===== src/hw/rtl/ifd_pkg.sv =====
// ----------------------------------------------------------------------------
// ifd_pkg
// Shared constants, codes and controller/datapath handshake types for the
// complex I/Q FIR decimator.
// ----------------------------------------------------------------------------
package ifd_pkg;

  localparam int MAX_TAPS       = 64;
  localparam int COEF_FRAC_BITS = 15;
  localparam int MAX_DECIMATION = 256;

  localparam int SAMPLE_W = 16;
  localparam int COEF_W   = 16;
  localparam int TAP_IDX_W = $clog2(MAX_TAPS);        // delay / coef address
  localparam int TAP_CNT_W = 7;                       // tap_count register
  localparam int DECIM_W   = 9;                       // decimation register
  localparam int PHASE_W   = 8;
  localparam int PROD_W    = SAMPLE_W + COEF_W;
  localparam int ACC_W     = PROD_W + TAP_IDX_W;

  // configuration port
  localparam int CFG_IDX_W  = 1;
  localparam int CFG_DATA_W = DECIM_W;
  localparam logic [CFG_IDX_W-1:0] CFG_DECIMATION = 1'd0;
  localparam logic [CFG_IDX_W-1:0] CFG_TAP_COUNT  = 1'd1;

  // request types
  localparam logic REQ_SAMPLE = 1'b0;
  localparam logic REQ_COEF   = 1'b1;

  typedef logic signed [SAMPLE_W-1:0] sample_t;
  typedef logic signed [COEF_W-1:0]   coef_t;

  // controller -> datapath
  typedef struct packed {
    logic take_sample;  // sample item accepted this cycle
    logic take_coef;    // coefficient item accepted this cycle
    logic start_mac;    // accepted sample closes a decimation period
    logic issue;        // issue one tap read
    logic load_out;     // move finished sums into the output register
  } cmd_t;

  // datapath -> controller
  typedef struct packed {
    logic emit;         // next sample completes the phase count
    logic last_issue;   // current tap is the last one
    logic pipe_busy;    // products still in flight
    logic out_free;     // output register can take a result now
  } sts_t;

endpackage


===== src/hw/rtl/ifd_ctrl.sv =====
// ----------------------------------------------------------------------------
// ifd_ctrl
// Sequencer: accepts items, runs the tap loop, drains the MAC pipe and hands
// the result to the output register.
// ----------------------------------------------------------------------------
module ifd_ctrl (
  input  logic          clk,
  input  logic          rst_n,
  input  logic          in_valid,
  input  logic          in_req_type,
  output logic          in_ready,
  input  ifd_pkg::sts_t sts,
  output ifd_pkg::cmd_t cmd
);

  localparam logic [1:0] ST_IDLE  = 2'd0;
  localparam logic [1:0] ST_MAC   = 2'd1;
  localparam logic [1:0] ST_DRAIN = 2'd2;
  localparam logic [1:0] ST_FIN   = 2'd3;

  logic [1:0] state_r, state_nxt;
  logic       accept;

  assign in_ready = (state_r == ST_IDLE);
  assign accept   = in_valid && in_ready;

  always_comb begin
    cmd             = '0;
    state_nxt       = state_r;
    cmd.take_sample = accept && (in_req_type == ifd_pkg::REQ_SAMPLE);
    cmd.take_coef   = accept && (in_req_type == ifd_pkg::REQ_COEF);
    cmd.start_mac   = cmd.take_sample && sts.emit;
    case (state_r)
      ST_IDLE: begin
        if (cmd.start_mac) begin
          state_nxt = ST_MAC;
        end
      end
      ST_MAC: begin
        cmd.issue = 1'b1;
        if (sts.last_issue) begin
          state_nxt = ST_DRAIN;
        end
      end
      ST_DRAIN: begin
        if (!sts.pipe_busy) begin
          state_nxt = ST_FIN;
        end
      end
      ST_FIN: begin
        if (sts.out_free) begin
          cmd.load_out = 1'b1;
          state_nxt    = ST_IDLE;
        end
      end
      default: begin
        state_nxt = ST_IDLE;
      end
    endcase
  end

  always_ff @(posedge clk) begin
    if (!rst_n) begin
      state_r <= ST_IDLE;
    end else begin
      state_r <= state_nxt;
    end
  end

endmodule


===== config.mk =====
export PLATFORM = sky130hd
export DESIGN_NAME = ifd_ctrl
export DESIGN_NICKNAME = d
export VERILOG_FILES = /design/src/hw/rtl/ifd_pkg.sv /design/src/hw/rtl/ifd_ctrl.sv
export SDC_FILE = /design/constraint.sdc
export NUM_CORES = 1
export LEC_CHECK = 0
export ABC_AREA = 1
export BUFFER_PORTS_ARGS = -buffer_cell sky130_fd_sc_hd__buf_2
export CAP_MARGIN = 5
export CELL_PAD_IN_SITES_DETAIL_PLACEMENT = 1
export CELL_PAD_IN_SITES_GLOBAL_PLACEMENT = 1
export CORE_AREA = 2 2 39 41
export CTS_BUF_LIST = sky130_fd_sc_hd__clkbuf_16
export DETAILED_ROUTE_END_ITERATION = 10
export DIE_AREA = 0 0 41 43
export PLACE_DENSITY = 0.63
export SYNTH_ARGS = -nofsm -noshare
export SYNTH_HDL_FRONTEND = slang
export SYNTH_SLANG_ARGS = --single-unit

===== constraint.sdc =====
create_clock -name clk -period 1.5 [get_ports clk]
set_clock_uncertainty 0.2 [all_clocks]
set_input_delay 0.45 -clock clk [delete_from_list [all_inputs] [get_ports clk]]
set_output_delay 0.45 -clock clk [all_outputs]
set_load 0.02 [all_outputs]

==> results of run 1 <==
[layout make-up]
class                           count  area share
Clock buffer                        3       0.123
Sequential cell                     2      0.0698
Multi-Input combinational cell     24       0.417
Inverter                           10      0.0657
Tap cell                           16      0.0329
Timing Repair Buffer               22       0.292
[path summary, 6_finish.rpt]
kind / start / endpoint / depth (start not counted)
worst max-delay path: state_r[0]$_SDFFE_PN0P_ / cmd[4] / 5
worst min-delay path: rst_n / state_r[1]$_SDFFE_PN0P_ / 3
worst max register to register: state_r[0]$_SDFFE_PN0P_ / state_r[1]$_SDFFE_PN0P_ / 10
worst min register to register: state_r[1]$_SDFFE_PN0P_ / state_r[1]$_SDFFE_PN0P_ / 3
[report_power, final]
part	switching, W	leakage [nW]	internal [W]
clock	0.0000580	0.0370	0.000339
combinational	0.000345	0.245	0.000328
sequential	0.0000114	0.0172	0.0000764
total	0.000415	0.300	0.000743
[Yosys cell counts, drive strengths merged]
cell   number
inv        10
nand3       2
ha          5
nand4       1
a21oi       2
nor2        5
nor3        2
nand2       7
dfxtp       2
[worst max-delay path: cells and delay by family (launching register included)]
kind	cells	cell delay, ns
adders and majority gates	1	0.16
DFF	1	0.31
and+or+nand+nor	1	0.16
buffers and inverters	3	0.26
[through the flow]
| stage | instance area [um2] | power, W | util |
|---|---|---|---|
| CTS | 561 | 0.00108 | 0.405 |
| floorplan | 264 | 0.000386 | - |
| global route | 609 | 0.00124 | 0.440 |
| global placement | 387 | 0.000514 | 0.279 |
| finish | 609 | 0.00116 | 0.440 |
| detailed placement | 387 | 0.000527 | 0.279 |
[what timing repair did]
action	CTS	global route
endpoints found under the setup margin	8	8
pin swaps	6	12
resized for setup	21	9
setup buffers	3	3
[per-layer routing]
layer	vias to the layer above	wire, um	track usage
met2	15	458	0.178
met4	0	14	0.0600
met3	2	46	0.0157
li1	160	-	-
met5	-	0	0
met1	149	312	0.0955
[logic make-up after synthesis]
logic type	synth area share
adders and majority gates	0.279
DFF	0.179
AOI/OAI and AO/OA	0.0447
and+or+nand+nor	0.330
buffers and inverters	0.168
==> summary.txt, run 1 <==
Timing
  • Tmin final: around 1.7 ns
  • Final period util: 1.16
  • F_max: 573 MHz
  • RSZ-0062 raised after global routing: yes
  • Worst hold slack: between 0.2 and 0.3 ns
  • Final hold violation count: 0
  • Worst-Margin Slew: between 0.2 and 0.25 ns
  • Setup WS post-layout: -0.246 ns
  • Slew Viols, Final: 0
  • Setup violators final: 8
  • Max-slew headroom: 0.853
  • Setup TNS: -1.28 ns

Global routing
  • Gr usage total: 0.0991
  • First-pass GRT wire length: 1.17 mm
  • Initial antenna violation count: 0
  • Vias in the first global route: approximately 300
  • GR Overflow Total: 0
  • Largest net degree at the start of global routing: 5

Die
  • Die Span Y: about 43 um
  • IO Count: 14
  • Initial Util: 0.162
  • Core Area: between 1000 and 1500 um2
  • Std-Cell Rows: 14
  • Die width: around 41 um
  • Die Footprint: 1760 um2

Final layout
  • Max reg flops: 2
  • Most frequent cells in the layout: buf_6 (8), buf_2 (7), buf_4 (7)
  • Top flop regs: state_r x2
  • Filler cells: about 160
  • Register Area: roughly 43 um2
  • Share of cells above drive strength 1: 0.754
  • Top reg by flops: state_r
  • P&R area growth vs syn: 172%
  • Ant diodes: 0
  • Final non-filler cell total: 77
  • Area of the multi-input gates: between 200 and 300 um2
  • Final #Nets: 76
  • Commonest non-fill, non-tap cell in the layout: buf_6

Worst setup path
  • CP cell instances: inv_2 -> ha_4 -> inv_4 -> nor3_4 -> buf_6
  • Worst Setup End Kind: output pin
  • Flop-to-flop setup slack: -0.05 ns
  • WP data arrival: 1.10 ns
  • Slowest cell on crit path: dfxtp_2
  • Slowest stage delay, CP: around 0.31 ns
  • CP Launch Type: flip-flop
  • Crit path required time: 0.85 ns
  • CP max FO: 3
  • Setup CP Type: flip-flop to output pin

Yosys
  • Sequential share of the synthesized area: 0.179
  • Avg Cell Area, Syn: between 6 and 7 um2
  • Area of the mapped netlist: roughly 220 um2
  • Post-synth top area cell: ha_1
  • Synthesis Warnings: 0
  • Share of the synthesized area in the top cell type: 0.279
  • Synth Instances: 36
  • Synth top area cells: ha_1 (28%), dfxtp_1 (18%), inv_1 (17%)
  • Number of distinct library cells after synthesis: 10
  • #FFs+latches synth: 2
  • Syn Nets: 49

Place
  • HPWL after DPL: about 560 um
  • # port buffers: 13
  • Placed Instances: 70
  • Final Wtd Congestion: slightly above 0.7
  • Pre-CTS setup slack: -0.200 ns

Min path
  • Min-Delay Path Class: input port to flip-flop

Clock network
  • CTS tree: done
  • Worst-Skew Late Latency: 0.22 ns
  • Clk sinks: 2
  • Max Root-Sink Buffers: 2
  • H-tree Lvls: 1
  • Hold_buf cts: 0
  • Clock buffer count from CTS: 3
  • Reg clk slew, reported paths: around 0.030 ns
  • Root buf cell: clkbuf_16

Status
  • Failing checks: setup timing
  • Status: finished, violations left

Routing
  • Post-route DRC: 0
  • Vias after detailed routing: between 300 and 400
  • DRT Pass-1 Iters: 1
  • Antenna Nets Post-Route: 0
  • WL per Instance: between 10 and 15 um
  • Vias per std cell: around 4.2
  • DRT Wirelength: roughly 830 um
  • Initial drt markers: 0

Power and ir drop
  • PwrDens: 1900 nW/um2
  • Maximum vdd drop: 1.32 mV
  • Leak: 0.300 nW

Flow run
  • Max_cap viols: 0
(Power assumes the default switching activity.)
==> inputs of run 2 (changes only) <==
--- a/config.mk
+++ b/config.mk
@@ -11,7 +11,7 @@
 export CELL_PAD_IN_SITES_DETAIL_PLACEMENT = 1
 export CELL_PAD_IN_SITES_GLOBAL_PLACEMENT = 1
 export CORE_AREA = 2 2 39 41
-export CTS_BUF_LIST = sky130_fd_sc_hd__clkbuf_16
+export CTS_BUF_LIST = sky130_fd_sc_hd__clkbuf_2 sky130_fd_sc_hd__clkbuf_4 sky130_fd_sc_hd__clkbuf_8
 export DETAILED_ROUTE_END_ITERATION = 10
 export DIE_AREA = 0 0 41 43
 export PLACE_DENSITY = 0.63
==> summary.txt, run 2 (synthesis results as in run 1) <==
Timing
  • Max-slew headroom: 0.860
  • F_max: around 570 MHz
  • Setup violators final: 6
  • Setup WS post-layout: -0.244 ns
  • Final hold violation count: 0
  • Final period util: 1.16
  • RSZ-0062 raised after global routing: yes
  • Worst hold slack: ~0.25 ns
  • Worst-Margin Slew: approximately 0.21 ns
  • Slew Viols, Final: 0
  • Tmin final: 1.74 ns

Die
  • Std-Cell Rows: 14
  • Die Footprint: between 1500 and 2000 um2
  • IO Count: 14
  • Core Area: ~1400 um2
  • Die Span Y: ~43 um
  • Die width: a little over 40 um
  • Initial Util: 0.162

Worst setup path
  • Slowest cell on crit path: dfxtp_2
  • Crit path required time: about 0.85 ns
  • WP data arrival: 1.09 ns
  • Setup CP Type: flip-flop to output pin
  • Slowest stage delay, CP: around 0.31 ns
  • Worst Setup End Kind: output pin
  • CP cell instances: inv_2 -> ha_4 -> inv_4 -> nor3_4 -> buf_6
  • CP Launch Type: flip-flop
  • Top Family by Delay on Critical Path: flip-flops
  • Worst path buffer plus inverter count: 3
  • CP max FO: 3

Routing
  • Initial drt markers: 3
  • Post-route DRC: 0
  • Antenna Nets Post-Route: 0
  • DRT Pass-1 Iters: 2
  • Vias per std cell: approximately 4.1
  • DRT Wirelength: 739 um
  • Vias after detailed routing: 303
  • WL per Instance: between 9 and 10 um

Clock network
  • Clock buffer count from CTS: 3
  • Clk sinks: 2
  • Root buf cell: clkbuf_4
  • H-tree Lvls: 1
  • Max Root-Sink Buffers: 2
  • CTS tree: done
  • Worst-Skew Late Latency: 0.22 ns
  • Reg clk slew, reported paths: roughly 0.03 ns
  • Hold_buf cts: 0

Final layout
  • Final #Nets: 73
  • Ant diodes: 0
  • Layout Utilization: 0.380
  • Share of cells above drive strength 1: 0.707
  • Filler cells: roughly 170
  • Top flop regs: state_r x2
  • P&R area growth vs syn: 135%
  • Max reg flops: 2
  • Most frequent cells in the layout: buf_2 (7), buf_6 (7), inv_1 (6)
  • Top reg by flops: state_r

Status
  • Status: finished, violations left
  • Failing checks: setup timing

Place
  • HPWL after DPL: about 560 um
  • Final Wtd Congestion: around 0.71
  • # port buffers: 13

Global routing
  • First-pass GRT wire length: 1.10 mm
  • Gr usage total: 0.0921
  • Largest net degree at the start of global routing: 5
  • GR Overflow Total: 0
  • Initial antenna violation count: 0
  • Vias in the first global route: about 290

Power and ir drop
  • PwrDens: 1550 nW/um2
  • Maximum vdd drop: 0.698 mV
  • Leak: 0.260 nW

Min path
  • Min-Delay Path Class: input port to flip-flop

Flow run
  • Max_cap viols: 0
run 2: cell count changes in the layout (fill, tap and decap cells not counted):
cell	delta
clkbuf_16	-3
clkbuf_4	+3
buf_4	-2
buf_6	-1
nand2_1	+1
nand2_2	-1
nor2_1	+1
nor2_2	-1
run 2: final timing paths:
kind | slack [ns] | start | end | depth (start not counted)
hold / removal | 0.25 | rst_n | state_r[1]$_SDFFE_PN0P_ | 3
hold reg to reg | 0.41 | state_r[1]$_SDFFE_PN0P_ | state_r[1]$_SDFFE_PN0P_ | 3
setup / recovery | -0.24 | state_r[0]$_SDFFE_PN0P_ | cmd[4] | 5
setup reg to reg | 0.04 | state_r[1]$_SDFFE_PN0P_ | state_r[0]$_SDFFE_PN0P_ | 9
run 2: tightest hold or removal path, delay by kind of cell:
kind / cells / cell delay, ns
and+or+nand+nor: 2 / 0.08
buffers and inverters: 1 / 0.10
run 2: where the power goes:
group          total [W]  leakage [nW]  internal, W  switching, W
sequential     0.0000893        0.0172    0.0000765     0.0000128
combinational   0.000610         0.229     0.000288      0.000322
clock           0.000117        0.0138    0.0000881     0.0000292
total           0.000817         0.260     0.000453      0.000364
run 2: metrics by stage:
stage | cell area (um2) | cells | setup TNS [ns] | setup WS (ns) | total power [W]
global route | 526 | 74 | -1.56 | -0.289 | 0.000895
global placement | 387 | 70 | -0.501 | -0.154 | 0.000514
detailed placement | 387 | 70 | -0.701 | -0.200 | 0.000527
floorplan | 264 | 36 | -0.0682 | -0.0655 | 0.000386
finish | 526 | 74 | -1.23 | -0.244 | 0.000817
CTS | 500 | 74 | -1.33 | -0.256 | 0.000785
run 2: timing repair:
| item | in CTS | in global routing |
|---|---|---|
| gates resized for setup | 21 | 6 |
| hold endpoints to repair | 0 | 0 |
| cloned | 0 | 0 |
| setup buffers | 2 | 1 |
| endpoints found under the setup margin | 7 | 8 |
| pin swaps | 6 | 8 |
run 2: layout make-up:
| type | count | area [um2] | share of cell area |
|---|---|---|---|
| Clock buffer | 3 | 22.5 | 0.0429 |
| Tap cell | 16 | 20.0 | 0.0381 |
| Sequential cell | 2 | 42.5 | 0.0810 |
| Inverter | 10 | 40.0 | 0.0762 |
| Timing Repair Buffer | 19 | 151 | 0.288 |
| Multi-Input combinational cell | 24 | 249 | 0.474 |
run 2: layer usage:
metal	up-vias	GRT usage	wire length, um
met1	138	0.0955	274
met3	0	0	44
met2	12	0.166	419
met4	0	0.0600	0
met5	-	0	0
li1	153	-	-
==> inputs of run 3 (changes only) <==
--- a/config.mk
+++ b/config.mk
@@ -8,13 +8,11 @@
 export ABC_AREA = 1
 export BUFFER_PORTS_ARGS = -buffer_cell sky130_fd_sc_hd__buf_2
 export CAP_MARGIN = 5
-export CELL_PAD_IN_SITES_DETAIL_PLACEMENT = 1
-export CELL_PAD_IN_SITES_GLOBAL_PLACEMENT = 1
 export CORE_AREA = 2 2 39 41
 export CTS_BUF_LIST = sky130_fd_sc_hd__clkbuf_2 sky130_fd_sc_hd__clkbuf_4 sky130_fd_sc_hd__clkbuf_8
 export DETAILED_ROUTE_END_ITERATION = 10
 export DIE_AREA = 0 0 41 43
-export PLACE_DENSITY = 0.63
+export PLACE_DENSITY = 0.47
 export SYNTH_ARGS = -nofsm -noshare
 export SYNTH_HDL_FRONTEND = slang
 export SYNTH_SLANG_ARGS = --single-unit
==> summary.txt, run 3 (synthesis results as in run 1) <==
Final layout
  • Max reg flops: 2
  • Final #Nets: 77
  • Most frequent cells in the layout: buf_6 (8), buf_4 (8), buf_2 (7)
  • Share of cells above drive strength 1: 0.742
  • Filler cells: between 150 and 200
  • Ant diodes: 0
  • Top flop regs: state_r x2
  • Register Area: 42.5 um2
  • Layout Utilization: 0.397
  • Top reg by flops: state_r
  • P&R area growth vs syn: 145%
  • Final instance area: 549 um2
  • Area of the multi-input gates: 239 um2

Die
  • Die Footprint: 1760 um2
  • Die Span Y: 43 um
  • IO Count: 14
  • Die width: between 40 and 50 um
  • Initial Util: 0.162
  • Std-Cell Rows: 14
  • Core Area: about 1400 um2

Status
  • Status: finished, violations left
  • Failing checks: setup timing

Flow run
  • Max_cap viols: 0

Power and ir drop
  • Leak: roughly 0.28 nW
  • PwrDens: around 1500 nW/um2
  • Maximum vdd drop: between 0.6 and 0.7 mV
  • Final Power: 0.000840 W

Worst setup path
  • Worst Setup End Kind: output pin
  • WP data arrival: ~1.1 ns
  • R2R Path Start: state_r[1]$_SDFFE_PN0P_
  • Crit path required time: 0.85 ns
  • Setup CP Type: flip-flop to output pin
  • Crit. Startpoint: state_r[1]$_SDFFE_PN0P_
  • CP Launch Type: flip-flop
  • CP max FO: 2

Routing
  • WL per Instance: between 8 and 9 um
  • DRT Pass-1 Iters: 1
  • DRT Wirelength: around 650 um
  • Antenna Nets Post-Route: 0
  • Initial drt markers: 0
  • Vias per std cell: between 3 and 4
  • Vias after detailed routing: ~300
  • Post-route DRC: 0

Clock network
  • Reg clk slew, reported paths: 0.03 ns
  • Worst-Skew Late Latency: approximately 0.22 ns
  • Clock buffer count from CTS: 3
  • Max Root-Sink Buffers: 2
  • H-tree Lvls: 1
  • CTS tree: done
  • Clk sinks: 2
  • Root buf cell: clkbuf_4
  • Hold_buf cts: 0

Global routing
  • Largest net degree at the start of global routing: 5
  • Gr usage total: 0.0771
  • Initial antenna violation count: 0
  • First-pass GRT wire length: around 910 um
  • GR Overflow Total: 0
  • Vias in the first global route: between 200 and 300

Timing
  • Setup TNS: -1.61 ns
  • Setup WS post-layout: -0.261 ns
  • Slew Viols, Final: 0
  • RSZ-0062 raised after global routing: yes
  • Setup violators final: 8
  • Tmin final: between 1.5 and 2 ns
  • F_max: 568 MHz
  • Worst-Margin Slew: between 0.15 and 0.2 ns
  • Max-slew headroom: 0.869
  • Final hold violation count: 0
  • Final period util: 1.17

Min path
  • Min-Delay Path Class: input port to flip-flop
  • Hold_sp: rst_n

Place
  • # port buffers: 13
  • DP Area: around 400 um2
  • Final Wtd Congestion: 0.687
==> run 3: what timing repair did <==
item,CTS,global route
buffers inserted,2,3
hold endpoints to repair,0,0
setup endpoints to repair,6,8
pin swaps,3,8
gates resized for setup,20,8
==> run 3: cell type report <==
cell class	count	share of cell area
clock buffer	3	0.0410
tap	16	0.0364
timing repair buffer	23	0.337
sequential	2	0.0774
inverter	10	0.0729
multi-input combinational	24	0.435
==> run 3: report_power, final <==
group	leakage (nW)	internal (W)	switching, W
clock network	0.0138	0.0000881	0.0000285
logic	0.247	0.000315	0.000317
registers	0.0172	0.0000767	0.0000147
==> run 3: worst max-delay path: stages, from the launching register on <==
cell,delay (ns)
dfxtp_2,0.33
inv_2,0.05
buf_4,0.13
buf_6,0.11
ha_4,0.15
buf_6,0.12
==> run 3: through the flow <==
| stage | setup slack, ns | std cells | hold WS, ns |
|---|---|---|---|
| 2_1_floorplan | -0.0655 | 36 | 0.285 |
| 3_3_place_gp | -0.155 | 72 | 0.390 |
| 3_5_place_dp | -0.162 | 72 | 0.389 |
| 4_1_cts | -0.276 | 77 | 0.256 |
| 5_1_grt | -0.307 | 78 | 0.272 |
| 6_report | -0.261 | 78 | 0.264 |
==> run 3: final timing paths <==
check | to | slack, ns | depth (start not counted)
setup / recovery | cmd[1] | -0.26 | 5
hold / removal | state_r[1]$_SDFFE_PN0P_ | 0.26 | 3
setup reg to reg | state_r[1]$_SDFFE_PN0P_ | -0.17 | 11
hold reg to reg | state_r[1]$_SDFFE_PN0P_ | 0.38 | 3
==> run 3: metal layers <==
layer	part of all wire	GRT usage
met3	0.074	0.0157
met1	0.34	0.0573
met2	0.59	0.147
met4	0	0.0600
met5	0	0
